==> src/rtl/assert_macros.svh <==
// Assertion macros shared by the RTL.
// No dependencies; included by files that carry concurrent checks.
`ifndef ASSERT_MACROS_SVH
`define ASSERT_MACROS_SVH

// cond must hold at every clock edge out of reset
`define ASSERT_ALWAYS(label, clk, rst_n, cond) \
	label: assert property (@(posedge clk) disable iff (!rst_n) (cond)) \
		else $error("assertion failed");

// ante implies cons in the same cycle
`define ASSERT_IMPLIES(label, clk, rst_n, ante, cons) \
	label: assert property (@(posedge clk) disable iff (!rst_n) (ante) |-> (cons)) \
		else $error("assertion failed");

// ante implies cons in the next cycle
`define ASSERT_NEXT(label, clk, rst_n, ante, cons) \
	label: assert property (@(posedge clk) disable iff (!rst_n) (ante) |=> (cons)) \
		else $error("assertion failed");

`endif

==> src/rtl/ioa_pkg.sv <==
// Shared types and constants for the interval overlap admission block.
// No dependencies; imported by all ioa modules and the top level.
package ioa_pkg;

	localparam int MAX_POINTS_DEF = 64;
	localparam int TIME_BITS_DEF  = 32;
	localparam int DELTA_W        = 6;
	localparam int SUM_W          = 8;
	localparam int MAXOV_W        = 4;

	localparam logic [MAXOV_W-1:0] MAX_OVERLAP_RST = 4'd2;

	typedef logic signed [DELTA_W-1:0] delta_t;
	typedef logic signed [SUM_W-1:0]   sum_t;

	localparam delta_t DELTA_PLUS  = 6'sd1;
	localparam delta_t DELTA_MINUS = -6'sd1;

	// result codes
	typedef enum logic [1:0] {
		ST_BOOKED   = 2'd0,
		ST_OVERLAP  = 2'd1,
		ST_FULL     = 2'd2,
		ST_REVERSED = 2'd3
	} status_t;

	// flags and sums from the shared compare/add unit
	typedef struct packed {
		logic   t_gt_s;
		logic   t_eq_s;
		logic   t_gt_e;
		logic   t_eq_e;
		logic   s_fail;
		logic   e_fail;
		logic   entry_fail;
		delta_t new_delta;
		sum_t   next_acc;
	} step_res_t;

endpackage

==> src/rtl/ioa_step_unit.sv <==
// Shared compare/add unit: orders one entry time against the request bounds
// and forms the running sum and limit checks. Depends on ioa_pkg.
module ioa_step_unit
	import ioa_pkg::*;
#(
	parameter int TIME_BITS = TIME_BITS_DEF
) (
	input  logic [TIME_BITS-1:0] t,
	input  delta_t               d,
	input  logic [TIME_BITS-1:0] s,
	input  logic [TIME_BITS-1:0] e,
	input  sum_t                 acc,
	input  logic [MAXOV_W-1:0]   max_overlap,
	output step_res_t            res
);

	logic   ge_s;
	logic   ge_e;
	sum_t   lim;
	sum_t   entry_sum;
	logic signed [DELTA_W:0] nd_wide;

	// time compares
	assign res.t_gt_s = t > s;
	assign res.t_eq_s = t == s;
	assign res.t_gt_e = t > e;
	assign res.t_eq_e = t == e;

	assign ge_s = res.t_gt_s | res.t_eq_s;
	assign ge_e = res.t_gt_e | res.t_eq_e;
	assign lim  = sum_t'(max_overlap);

	// running sum with the request's own +1/-1 folded in
	assign res.next_acc = acc + sum_t'(d);
	assign entry_sum    = res.next_acc + sum_t'(ge_s) - sum_t'(ge_e);

	assign res.entry_fail = entry_sum > lim;
	assign res.s_fail     = (acc + sum_t'(1)) > lim;
	assign res.e_fail     = acc > lim;

	// delta of this entry once the request is merged
	assign nd_wide       = (DELTA_W+1)'(d) + (DELTA_W+1)'(res.t_eq_s) - (DELTA_W+1)'(res.t_eq_e);
	assign res.new_delta = nd_wide[DELTA_W-1:0];

endmodule
==> config.mk <==
export PLATFORM = sky130hd
export DESIGN_NAME = ioa_step_unit
export DESIGN_NICKNAME = d
export VERILOG_FILES = /design/src/rtl/assert_macros.svh /design/src/rtl/ioa_pkg.sv /design/src/rtl/ioa_step_unit.sv
export SDC_FILE = /design/constraint.sdc
export NUM_CORES = 1
export LEC_CHECK = 0
export ABC_AREA = 0
export ABC_CLOCK_PERIOD_IN_PS = 4400
export CORE_MARGIN = 1.5
export CORE_UTILIZATION = 55
export DETAILED_ROUTE_END_ITERATION = 8
export DONT_BUFFER_PORTS = 1
export PLACE_DENSITY = 0.73
export SLEW_MARGIN = 30
export SYNTH_ARGS = -nofsm -noshare
export SYNTH_HDL_FRONTEND = slang
export SYNTH_SLANG_ARGS = --single-unit
==> constraint.sdc <==
create_clock -name vclk -period 4.4
set_input_delay 0.22 -clock vclk [all_inputs]
set_output_delay 0.22 -clock vclk [all_outputs]
set_load 0.005 [all_outputs]
; Yosys cells after proc, flatten, opt, wreduce, memory -nomap -nowiden
; Index checks and enable logic that the tools add are counted.
[word_totals]
word_cells = 15
reg_bits = 0
input_bits = 114
out_inout_bits = 21
[classes]
bitwise_logic = 2
eq_ne = 2
order_cmp = 5
add_sub_neg = 6
[op_table]
columns = cell, count
row1 = 32-bit equality test, 2
row2 = 32-bit > comparator, 2
row3 = 8-bit by 5-bit > comparator with 1-bit output, 3
row4 = 8-bit by 2-bit adder with 8-bit output, 1
row5 = "8-bit by 2-bit adder with 8-bit output, second input constant", 1
row6 = 8-bit by 6-bit adder with 8-bit output, 1
row7 = 8-bit by 2-bit subtractor with 8-bit output, 1
row8 = 6-bit by 2-bit adder with 6-bit output, 1
row9 = 6-bit by 1-bit subtractor with 6-bit output, 1
row10 = 1-bit OR, 2

; Logic depth before layout (Yosys ltp)
[depth]
word_depth = 5
ltp_mapped = 21
depth_no_buf = 21

; Worst setup path before layout
; No wires, ideal clock.
[synth_path]
kind = input to output
start = input e[1]
end = output res[14] in the netlist's numbering
required_ps = 4180
path_slack_ps = 701
cell_stages = 21
arrival_time_ps = 3479
n_path_buf = 0
cell_sequence = inv_1 -> ha_1 -> nor2b_1 -> o21a_1 -> o21a_1 -> o21a_1 -> o31ai_1 -> nand3b_1 -> ha_1 -> inv_1 -> ha_1 -> inv_1 -> fa_1 -> inv_1 -> ha_1 -> nor2b_1 -> o21ai_0 -> nand2b_1 -> a21oi_1 -> o21ai_0 -> o21a_1
[synth_rtl]
columns = element, line_no
row1 = from (decl), ioa_step_unit.sv:11  ; input logic [TIME_BITS-1:0] e,
row2 = to (decl), ioa_step_unit.sv:14  ; output step_res_t res

==> metrics <==
first-pass GRT wire length=between 9 and 10 mm; Distinct cells, synth=40; VDD IR max=roughly 130 µV; CP peak stage delay=approximately 0.55 ns; setup repair bufs after CTS=0; cell family with most CP delay=adder cells; most common cell after layout, fill and taps aside=ha_1; Max transition margin=0.639; final setup TNS=0 ns; Vias=approximately 2500; I/O pin count=approximately 140; Crit. End Element=output pin; Port Buf Inserts=0; Layout Utilization=0.582; commonest non-fill, non-tap cells in the layout=ha_1, inv_1, a21oi_1; FMAX=253 MHz; # setup viols final=0; number of sequential cells=0; fillers=around 510; diodes inserted=0; layout cells sized above 1=0.0106; maximum fanout along the worst path=3; clock network fraction of design power=0; GRT overflow=0; slowest stage cell on the critical path=nor4_1; Sw Share=0.513; Worst Tran Pin Value=approximately 0.54 ns; cell internal pwr=approximately 0.21 mW; Tcrit/Tclk final=0.899; Pwr Density=between 100 and 150 mW/mm²; Critical Path AT=around 3.7 ns; Final Max Slew Viols=0; Comb pwr share=1.000; hold crit path type=input port to output pin; area grow syn2layout=3.06%; Synth warnings=0; initial antenna violation count=0; synthesized instance count=379; core area=approximately 0.0051 mm²; Pre-antenna DRT Iters=4; drt total wl=6.12 mm; fin crit period=3.96 ns; vias per cell=5.62; vias in the first global route=roughly 2400; top cells by area, synth=ha_1, inv_1, a21o_1; largest net degree at the start of global routing=8; gr usage total=0.210; syn avg cell area=between 7 and 8 µm²; status=finished clean; Site Rows=26; full die area=0.00565 mm²; sequential area share after synthesis=0; NumNets Final=596; placer congestion estimate=0.812; area of the multi-input gates=between 0.002 and 0.003 mm²; Detailed Place HPWL=around 5.7 mm; Mapped Nets=594; Die Y-Extent=between 70 and 80 µm; cts hold-fix bufs=0; Die Width=~75 µm; Final Hold Fails=0; clock buf count=0; 1st-iter DRT viols=30; CP bufs+invs=4; Worst setup SP type=input port; crit path cell chain=inv_1, ha_1, nand4_1, nor4_1, nand3_1, and3_1, ha_1, inv_1, ha_1, inv_1, fa_1, inv_1, ha_1, nor2b_1, o21ai_0, nand2b_1, a21oi_1, o21ai_0, o21a_1; Post-route DRC=0; synthesized area=0.00287 mm²; Final ANT Viol Nets=0; Sequential Power Share=0; Initial Utilization=0.565; Synth area leader=ha_1; maxcap violations=0; critical path type=input port to output pin; Synth top area share=0.428; P_leak=between 1.5 and 2 nW; Resized cells post-CTS=0; RSZ-0062 raised after global routing=no; Psw=between 0.2 and 0.25 mW; DR WL/cell=approximately 14 µm; Reg area=0 µm²; critical path required time=4.18 ns
==> Yosys cell counts (all sizes together) (4+ instances only) <==
library cell	number
a21o	30
a21oi	34
and4	5
ha	98
inv	95
nand3	7
nand4	14
nor2	8
nor2b	7
nor3	7
o21a	9
o21ai	12
xnor2	13
xor2	4
==> power by group through the flow <==
| stage | Clock (mW) | Combinational [mW] | Sequential (mW) |
|---|---|---|---|
| final | 0 | 0.439 | 0 |
| after global routing | 0 | 0.507 | 0 |
| after CTS | 0 | 0.443 | 0 |
| after detailed placement | 0 | 0.438 | 0 |
| after global placement | 0 | 0.426 | 0 |
| after floorplan | 0 | 0.361 | 0 |
==> path summary, 6_finish.rpt <==
kind	end	cells after the start	from
worst max-delay path	res[14]	19	s[30]
worst min-delay path	res[15]	1	acc[7]
==> stage by stage <==
step	hold WS (ns)	setup slack [ns]	total power, mW	cells	instance area [µm²]
floorplan	0.468	0.701	0.361	379	2870
global placement	0.472	0.474	0.426	449	2950
detailed placement	0.471	0.411	0.438	449	2950
CTS	0.471	0.408	0.443	449	2950
global route	0.477	0.197	0.507	449	2950
finish	0.471	0.442	0.439	449	2950
==> layer usage <==
layer  wire length (µm)  up-vias  track usage  part of all wire
met5                  0        -            0                 0
met4                 55        0       0.0218            0.0090
met3                432        6       0.0295             0.071
met2               2920       91        0.405              0.48
met1               2710     1081        0.252              0.44
li1                   -     1347            -                 -
==> cell type report <==
cell class / instances / share of cell area
inverters: 95 / 0.121
well taps: 70 / 0.0296
multi-input cells: 284 / 0.850
==> cell families after synthesis <==
family / share of synthesized area
AO/OA/AOI/OAI: 0.235
XOR/XNOR: 0.0624
adder cells (fa/ha/maj): 0.449
buffers and inverters: 0.124
AND/OR/NAND/NOR: 0.129
Power figures use the tool's default switching activity.
