==> src/rtl/assert_macros.svh <==
// Assertion macros shared by the RTL.
// No dependencies; included by files that carry concurrent checks.
`ifndef ASSERT_MACROS_SVH
`define ASSERT_MACROS_SVH

// cond must hold at every clock edge out of reset
`define ASSERT_ALWAYS(label, clk, rst_n, cond) \
	label: assert property (@(posedge clk) disable iff (!rst_n) (cond)) \
		else $error("assertion failed");

// ante implies cons in the same cycle
`define ASSERT_IMPLIES(label, clk, rst_n, ante, cons) \
	label: assert property (@(posedge clk) disable iff (!rst_n) (ante) |-> (cons)) \
		else $error("assertion failed");

// ante implies cons in the next cycle
`define ASSERT_NEXT(label, clk, rst_n, ante, cons) \
	label: assert property (@(posedge clk) disable iff (!rst_n) (ante) |=> (cons)) \
		else $error("assertion failed");

`endif

==> src/rtl/ioa_pkg.sv <==
// Shared types and constants for the interval overlap admission block.
// No dependencies; imported by all ioa modules and the top level.
package ioa_pkg;

	localparam int MAX_POINTS_DEF = 64;
	localparam int TIME_BITS_DEF  = 32;
	localparam int DELTA_W        = 6;
	localparam int SUM_W          = 8;
	localparam int MAXOV_W        = 4;

	localparam logic [MAXOV_W-1:0] MAX_OVERLAP_RST = 4'd2;

	typedef logic signed [DELTA_W-1:0] delta_t;
	typedef logic signed [SUM_W-1:0]   sum_t;

	localparam delta_t DELTA_PLUS  = 6'sd1;
	localparam delta_t DELTA_MINUS = -6'sd1;

	// result codes
	typedef enum logic [1:0] {
		ST_BOOKED   = 2'd0,
		ST_OVERLAP  = 2'd1,
		ST_FULL     = 2'd2,
		ST_REVERSED = 2'd3
	} status_t;

	// flags and sums from the shared compare/add unit
	typedef struct packed {
		logic   t_gt_s;
		logic   t_eq_s;
		logic   t_gt_e;
		logic   t_eq_e;
		logic   s_fail;
		logic   e_fail;
		logic   entry_fail;
		delta_t new_delta;
		sum_t   next_acc;
	} step_res_t;

endpackage

==> src/rtl/ioa_point_mem.sv <==
// Boundary point storage: two banks of time/delta entries, one write and
// one registered read per cycle. Depends on ioa_pkg.
module ioa_point_mem
	import ioa_pkg::*;
#(
	parameter int MAX_POINTS = MAX_POINTS_DEF,
	parameter int TIME_BITS  = TIME_BITS_DEF
) (
	input  logic                          clk,
	input  logic                          we,
	input  logic [$clog2(MAX_POINTS):0]   waddr,
	input  logic [TIME_BITS-1:0]          wtime,
	input  delta_t                        wdelta,
	input  logic [$clog2(MAX_POINTS):0]   raddr,
	output logic [TIME_BITS-1:0]          rtime,
	output delta_t                        rdelta
);

	// bank bit on top of a power-of-two bank, so every address is in range
	localparam int DEPTH = 2 ** ($clog2(MAX_POINTS) + 1);

	logic [TIME_BITS-1:0] time_mem [DEPTH];
	delta_t               delta_mem [DEPTH];

	// write port
	always_ff @(posedge clk) begin
		if (we) begin
			time_mem[waddr]  <= wtime;
			delta_mem[waddr] <= wdelta;
		end
	end

	// registered read port
	always_ff @(posedge clk) begin
		rtime  <= time_mem[raddr];
		rdelta <= delta_mem[raddr];
	end

endmodule

==> config.mk <==
export PLATFORM = sky130hd
export DESIGN_NAME = ioa_point_mem
export DESIGN_NICKNAME = d
export VERILOG_FILES = /design/src/rtl/assert_macros.svh /design/src/rtl/ioa_pkg.sv /design/src/rtl/ioa_point_mem.sv
export SDC_FILE = /design/constraint.sdc
export NUM_CORES = 2
export LEC_CHECK = 0
export BUFFER_PORTS_ARGS = -buffer_cell sky130_fd_sc_hd__clkbuf_2
export CAP_MARGIN = 30
export CORE_MARGIN = 4
export CORE_UTILIZATION = 33
export CTS_BUF_LIST = sky130_fd_sc_hd__clkbuf_8
export CTS_CLUSTER_DIAMETER = 40
export DETAILED_ROUTE_END_ITERATION = 12
export SLEW_MARGIN = 25
export SYNTH_ARGS = -nofsm -noshare
export SYNTH_HDL_FRONTEND = slang
export SYNTH_MEMORY_MAX_BITS = 65536
export SYNTH_SLANG_ARGS = --single-unit
==> constraint.sdc <==
create_clock -name clk -period 4.3 [get_ports clk]
set_input_delay 0.215 -clock clk [delete_from_list [all_inputs] [get_ports clk]]
set_output_delay 0.215 -clock clk [all_outputs]
set_load 0.01 [all_outputs]
# Word-level counts from Yosys, hierarchy flattened
# Memories as Yosys holds them, arrays and structs flattened. A register that Yosys moved wholly into a read port is not among the register bits.
# Index checks and enable logic that the tools add are counted.
[totals]
mem_bits_rw = 4864
mem_count = 2
reg_bits = 0
out_inout_bits = 38
in_bits = 54
elab_cells = 4
[memory_table]
columns = ["memory", "words", "word_bits", "rd", "rd_clocked_by_memory_dff", "write_ports", "line", "text"]
rows = [
  ["time_mem", 128, 32, 1, 1, 1, "ioa_point_mem.sv:22", "logic [TIME_BITS-1:0] time_mem [DEPTH];"],
  ["delta_mem", 128, 6, 1, 1, 1, "ioa_point_mem.sv:23", "delta_t delta_mem [DEPTH];"],
]
[op_classes]
n_mux = 2
[op_table]
columns = ["op", "count"]
rows = [
  ["$mux 1", 2],
]

# Depth between registers and ports, before layout
[depth]
ltp_word = 2
mapped_depth = 8
depth_no_buf = 4

# Least setup slack after synthesis
# Ideal clock, no wire load.
[synth_timing]
kind = "input-to-reg"
startpoint = "input waddr[5]"
endpoint = "memory delta_mem[120][0] (netlist name) (enable)"
arrival_time_ps = 3167
stages = 3
required_time_ps = 3820
slack_ps = 653
n_path_buf = 0
setup_time_ps = 480
path_cell_list = "and4_1 > nand3b_1 > nor3_1"
[synth_rtl]
columns = ["element", "line", "text"]
rows = [
  ["start, declared", "ioa_point_mem.sv:11", "input logic [$clog2(MAX_POINTS):0] waddr,"],
  ["end, declared", "ioa_point_mem.sv:23", ""],
]
# No word-level cell before the write port.

==> out/summary.log <==
INFO  clock_tree     clk-insertion-delay-late=1.30ns
INFO  routing        drt_pass1_iterations=6
INFO  placed_design  routabilityCongestion=0.809
INFO  floorplanning  pin_count=92
INFO  synth          synth_seq_area_share=79.2%
INFO  synth          synthDistinctLibCells=17
INFO  sta            clock-skew-final=0.0885ns
INFO  routing        detailroute.via_count=88.4k
INFO  floorplanning  die_width=757um
INFO  sta            timing.max_slew.rel_slack=28.8%
INFO  power_and_ir_drop power=94.6mW
INFO  cells_and_area syn_to_final_growth=15.8%
INFO  routing        post_drt_wl_per_cell=33.6um
INFO  clock_tree     cts_htree_levels=6
INFO  sta            timing.final.crit_period=2.95ns
INFO  clock_tree     tritoncts=built
INFO  synth          netlist_instances=7072
INFO  synth          synth_top_flop_cell=sky130_fd_sc_hd__edfxtp_1
INFO  setup_path     criticalPathCategory=reg -> reg
INFO  setup_path     worstSetupStartpointType=register
INFO  setup_path     r2r.worst_path.cells=5
INFO  sta            timing.final.max_slew_violations=0
INFO  setup_path     critical_path_launch_point=time_mem[80][12]$_DFFE_PP_
INFO  power_and_ir_drop vdd.ir_drop.worst=372uV
INFO  floorplanning  design.die.area=574000um2
INFO  job            maxCapViolations=0
INFO  synth          area_fraction_in_compound_gates_after_synthesis=0%
INFO  routing        dr.first_iter.drc_count=13.1k
INFO  synth          asyncSetResetFlopFracSynth=0%
INFO  setup_path     critical_path_depth=5
INFO  clock_tree     clk_sink_count=4902
INFO  setup_path     cp.required=5.46ns
INFO  placed_design  port-buffer-count=91
INFO  synth          ys_top_cells_by_area=sky130_fd_sc_hd__edfxtp_1 (79%), sky130_fd_sc_hd__mux4_2 (19%), sky130_fd_sc_hd__clkbuf_1 (0.45%), sky130_fd_sc_hd__dfxtp_1 (0.41%), sky130_fd_sc_hd__nor2_1 (0.26%)
INFO  floorplanning  die_height=757um
INFO  sta            crit_path_setup_slack_layout=1.35ns
INFO  power_and_ir_drop p_leak=65.9nW
INFO  sta            worstMarginPinSlew=1.07ns
INFO  placed_design  preCtsSetupSlack=0.614ns
INFO  placed_design  placed_cells=14.7k
INFO  routing        ant_nets=0
INFO  synth          xor_xnor_share_of_the_synthesized_area=0%
INFO  sta            period_share=68.7%
INFO  clock_tree     tritoncts.num_buffers=733
INFO  synth          syn_area_per_cell=26.2um2
INFO  min_path       holdCritPathClass=in -> reg
INFO  setup_path     timing.rr.start=time_mem[80][12]$_DFFE_PP_
INFO  sta            final_count_of_hold_timing_violations=0
INFO  cells_and_area finalCoreUtilization=38.4%
INFO  grt            gr-total-overflow=0
INFO  setup_path     cp_max_fo=1
INFO  setup_path     reg2reg_to=rtime[12]$_DFF_P_
INFO  setup_path     crit_path_max_incr_delay=0.62ns
INFO  grt            grt_usage=18.5%
INFO  synth          post_synth_most_frequent_cells=sky130_fd_sc_hd__edfxtp_1 (4864), sky130_fd_sc_hd__mux4_2 (1596), sky130_fd_sc_hd__clkbuf_1 (220)
INFO  synth          yosys.area_share.simple=0.365%
INFO  floorplanning  rows=274
INFO  setup_path     r2r_slack=1.35ns
INFO  sta            setup_total_negative_slack=0ns
INFO  setup_path     critPathBufInv=1
INFO  setup_path     worst_path_dominant_cell_family=multiplexers
INFO  floorplanning  initial_utilization=33.2%
INFO  clock_tree     cts_root_buffer=sky130_fd_sc_hd__clkbuf_8
INFO  grt            initial_antenna_violation_count=75
INFO  setup_path     timing.critical_path.cells=mux4_2 -> mux4_2 -> mux4_2 -> dlygate4sd3_1 -> mux2_2
INFO  cells_and_area layout.cell_area.non_filler=215000um2
INFO  cells_and_area layoutNonFillerInstCount=16.1k
INFO  grt            number_of_global_route_vias_before_repair=88.7k
INFO  routing        routed_wirelength=541000um
INFO  synth          postSynthNetCount=7126
INFO  setup_path     setup.worst_path.end=rtime[12]$_DFF_P_
INFO  placed_design  dp_hpwl=306000um
INFO  clock_tree     postCtsResizedCells=0
INFO  synth          most_common_cell_in_the_netlist=sky130_fd_sc_hd__edfxtp_1
INFO  synth          main_combinational_cell_family_by_area_after_synthesis=multiplexers
INFO  grt            global_route_wire_length_before_repair=737000um
INFO  cells_and_area final_nets=8061
INFO  routing        vias_per_std_cell=5.48
INFO  sta            fin_hold_ws=0.0755ns
INFO  synth          synth-warning-count=0
INFO  grt            grt_start_max_net_pins=98
INFO  sta            final-setup-viol-count=0
INFO  setup_path     critical-path-top-cell-by-count=sky130_fd_sc_hd__mux4_2
INFO  clock_tree     clock_path_buffers=4
INFO  synth          synth_area=185000um2
INFO  setup_path     critical_path.slowest_cell=sky130_fd_sc_hd__mux4_2
INFO  status         outcome=completed
INFO  synth          ys_ff_latch=4902
INFO  sta            setup_repair_after_global_routing_missed_its_margin=no
INFO  cells_and_area final_layout_size_suffix_gt1_share=37.1%
INFO  placed_design  detailed_place.area=200000um2
INFO  synth          post_synth_mux_area_share=19.6%
INFO  sta            fmaxAchievable=339MHz
INFO  setup_path     endpoint_kind=register
INFO  setup_path     critPathArrivalTime=4.11ns
INFO  power_and_ir_drop power_density=441nW/um2
INFO  synth          post_synth_fa_ha_maj_area_fraction=0%
INFO  synth          synth_top_area_cell=sky130_fd_sc_hd__edfxtp_1
INFO  synth          number_of_enable_flip_flop_cells_after_synthesis=4864
INFO  routing        post-route-drc-count=0
INFO  floorplanning  floorplan.core_area=558000um2
INFO  clock_tree     worst_setup_hold_path_clk_slew=0.06ns
INFO  synth          synth.top_cell.area_share=78.8%
[per-layer routing]
layer  vias to the layer above  global-route usage, %  share of wire, %
met3                       903                   4.32                11
met1                     48715                   25.8                39
met5                         -                      0             0.039
met2                      5421                   28.9                47
li1                      33298                      -                 -
met4                        36                   5.96               3.4
[worst min-delay path by stage]
stage | from | endpoint | slack, ns | cells after the start
floorplan | wdelta[0] | delta_mem[0][0]$_DFFE_PP_ | 0.31 | 0
detailed placement | wdelta[3] | delta_mem[39][3]$_DFFE_PP_ | 0.58 | 1
global route | raddr[4] | rtime[29]$_DFF_P_ | 0.03 | 4
global placement | wdelta[3] | delta_mem[39][3]$_DFFE_PP_ | 0.57 | 1
CTS | raddr[4] | rtime[29]$_DFF_P_ | 0.008 | 4
finish | wtime[15] | time_mem[11][15]$_DFFE_PP_ | 0.08 | 2
[state kept, by name, summed over array words and instances, names as in the netlist]
register / count
rtime: 32
delta_mem: 768
time_mem: 4096
rdelta: 6
[cells by family after synthesis]
kind of cell / after synthesis
muxes: 1634
and+or+nand+nor: 167
DFF: 4902
buffers and inverters: 369
[worst register-to-register path, delay by kind of cell, from the launching register on]
kind                   cells  cell delay, ns
muxes                      4            1.89
buffers and inverters      1            0.57
DFF                        1            0.39
[layout by cell type, fill, tap and decap left out, types with 23 or more instances in the layout]
cell type                       instances
sky130_fd_sc_hd__edfxtp_1            4864
sky130_fd_sc_hd__nor2_4               126
sky130_fd_sc_hd__clkinv_2              80
sky130_fd_sc_hd__clkinv_1             165
sky130_fd_sc_hd__buf_4                286
sky130_fd_sc_hd__mux2_2                38
sky130_fd_sc_hd__mux4_2              1596
sky130_fd_sc_hd__inv_1                253
sky130_fd_sc_hd__bufinv_16             23
sky130_fd_sc_hd__clkbuf_8             753
sky130_fd_sc_hd__dlygate4sd3_1         64
sky130_fd_sc_hd__buf_12               151
sky130_fd_sc_hd__diode_2               59
sky130_fd_sc_hd__dfxtp_1               38
sky130_fd_sc_hd__clkbuf_2              47
[cell type report]
class | instances | area (um2)
diodes | 59 | 148
fillers | 49041 | 344000
repair buffers | 569 | 6500
clock inverters | 579 | 3360
clock buffers | 753 | 10400
flip-flops and latches | 4902 | 147000
multi-input cells | 1801 | 38000
well taps | 7452 | 9320
[what timing repair did]
item / 4_1_cts / 5_1_grt
buffers inserted: 0 / 0
hold endpoints to repair: 4600 / 70
hold buffers: 61 / 4
[power breakdown]
part	total, mW	internal, mW	switching [mW]	leakage [nW]
clock	36.0	17.8	18.1	7.95
sequential	53.1	52.8	0.324	44.0
combinational	5.50	2.08	3.41	13.9
total	94.6	72.7	21.9	65.9
(Power assumes the default switching activity.)
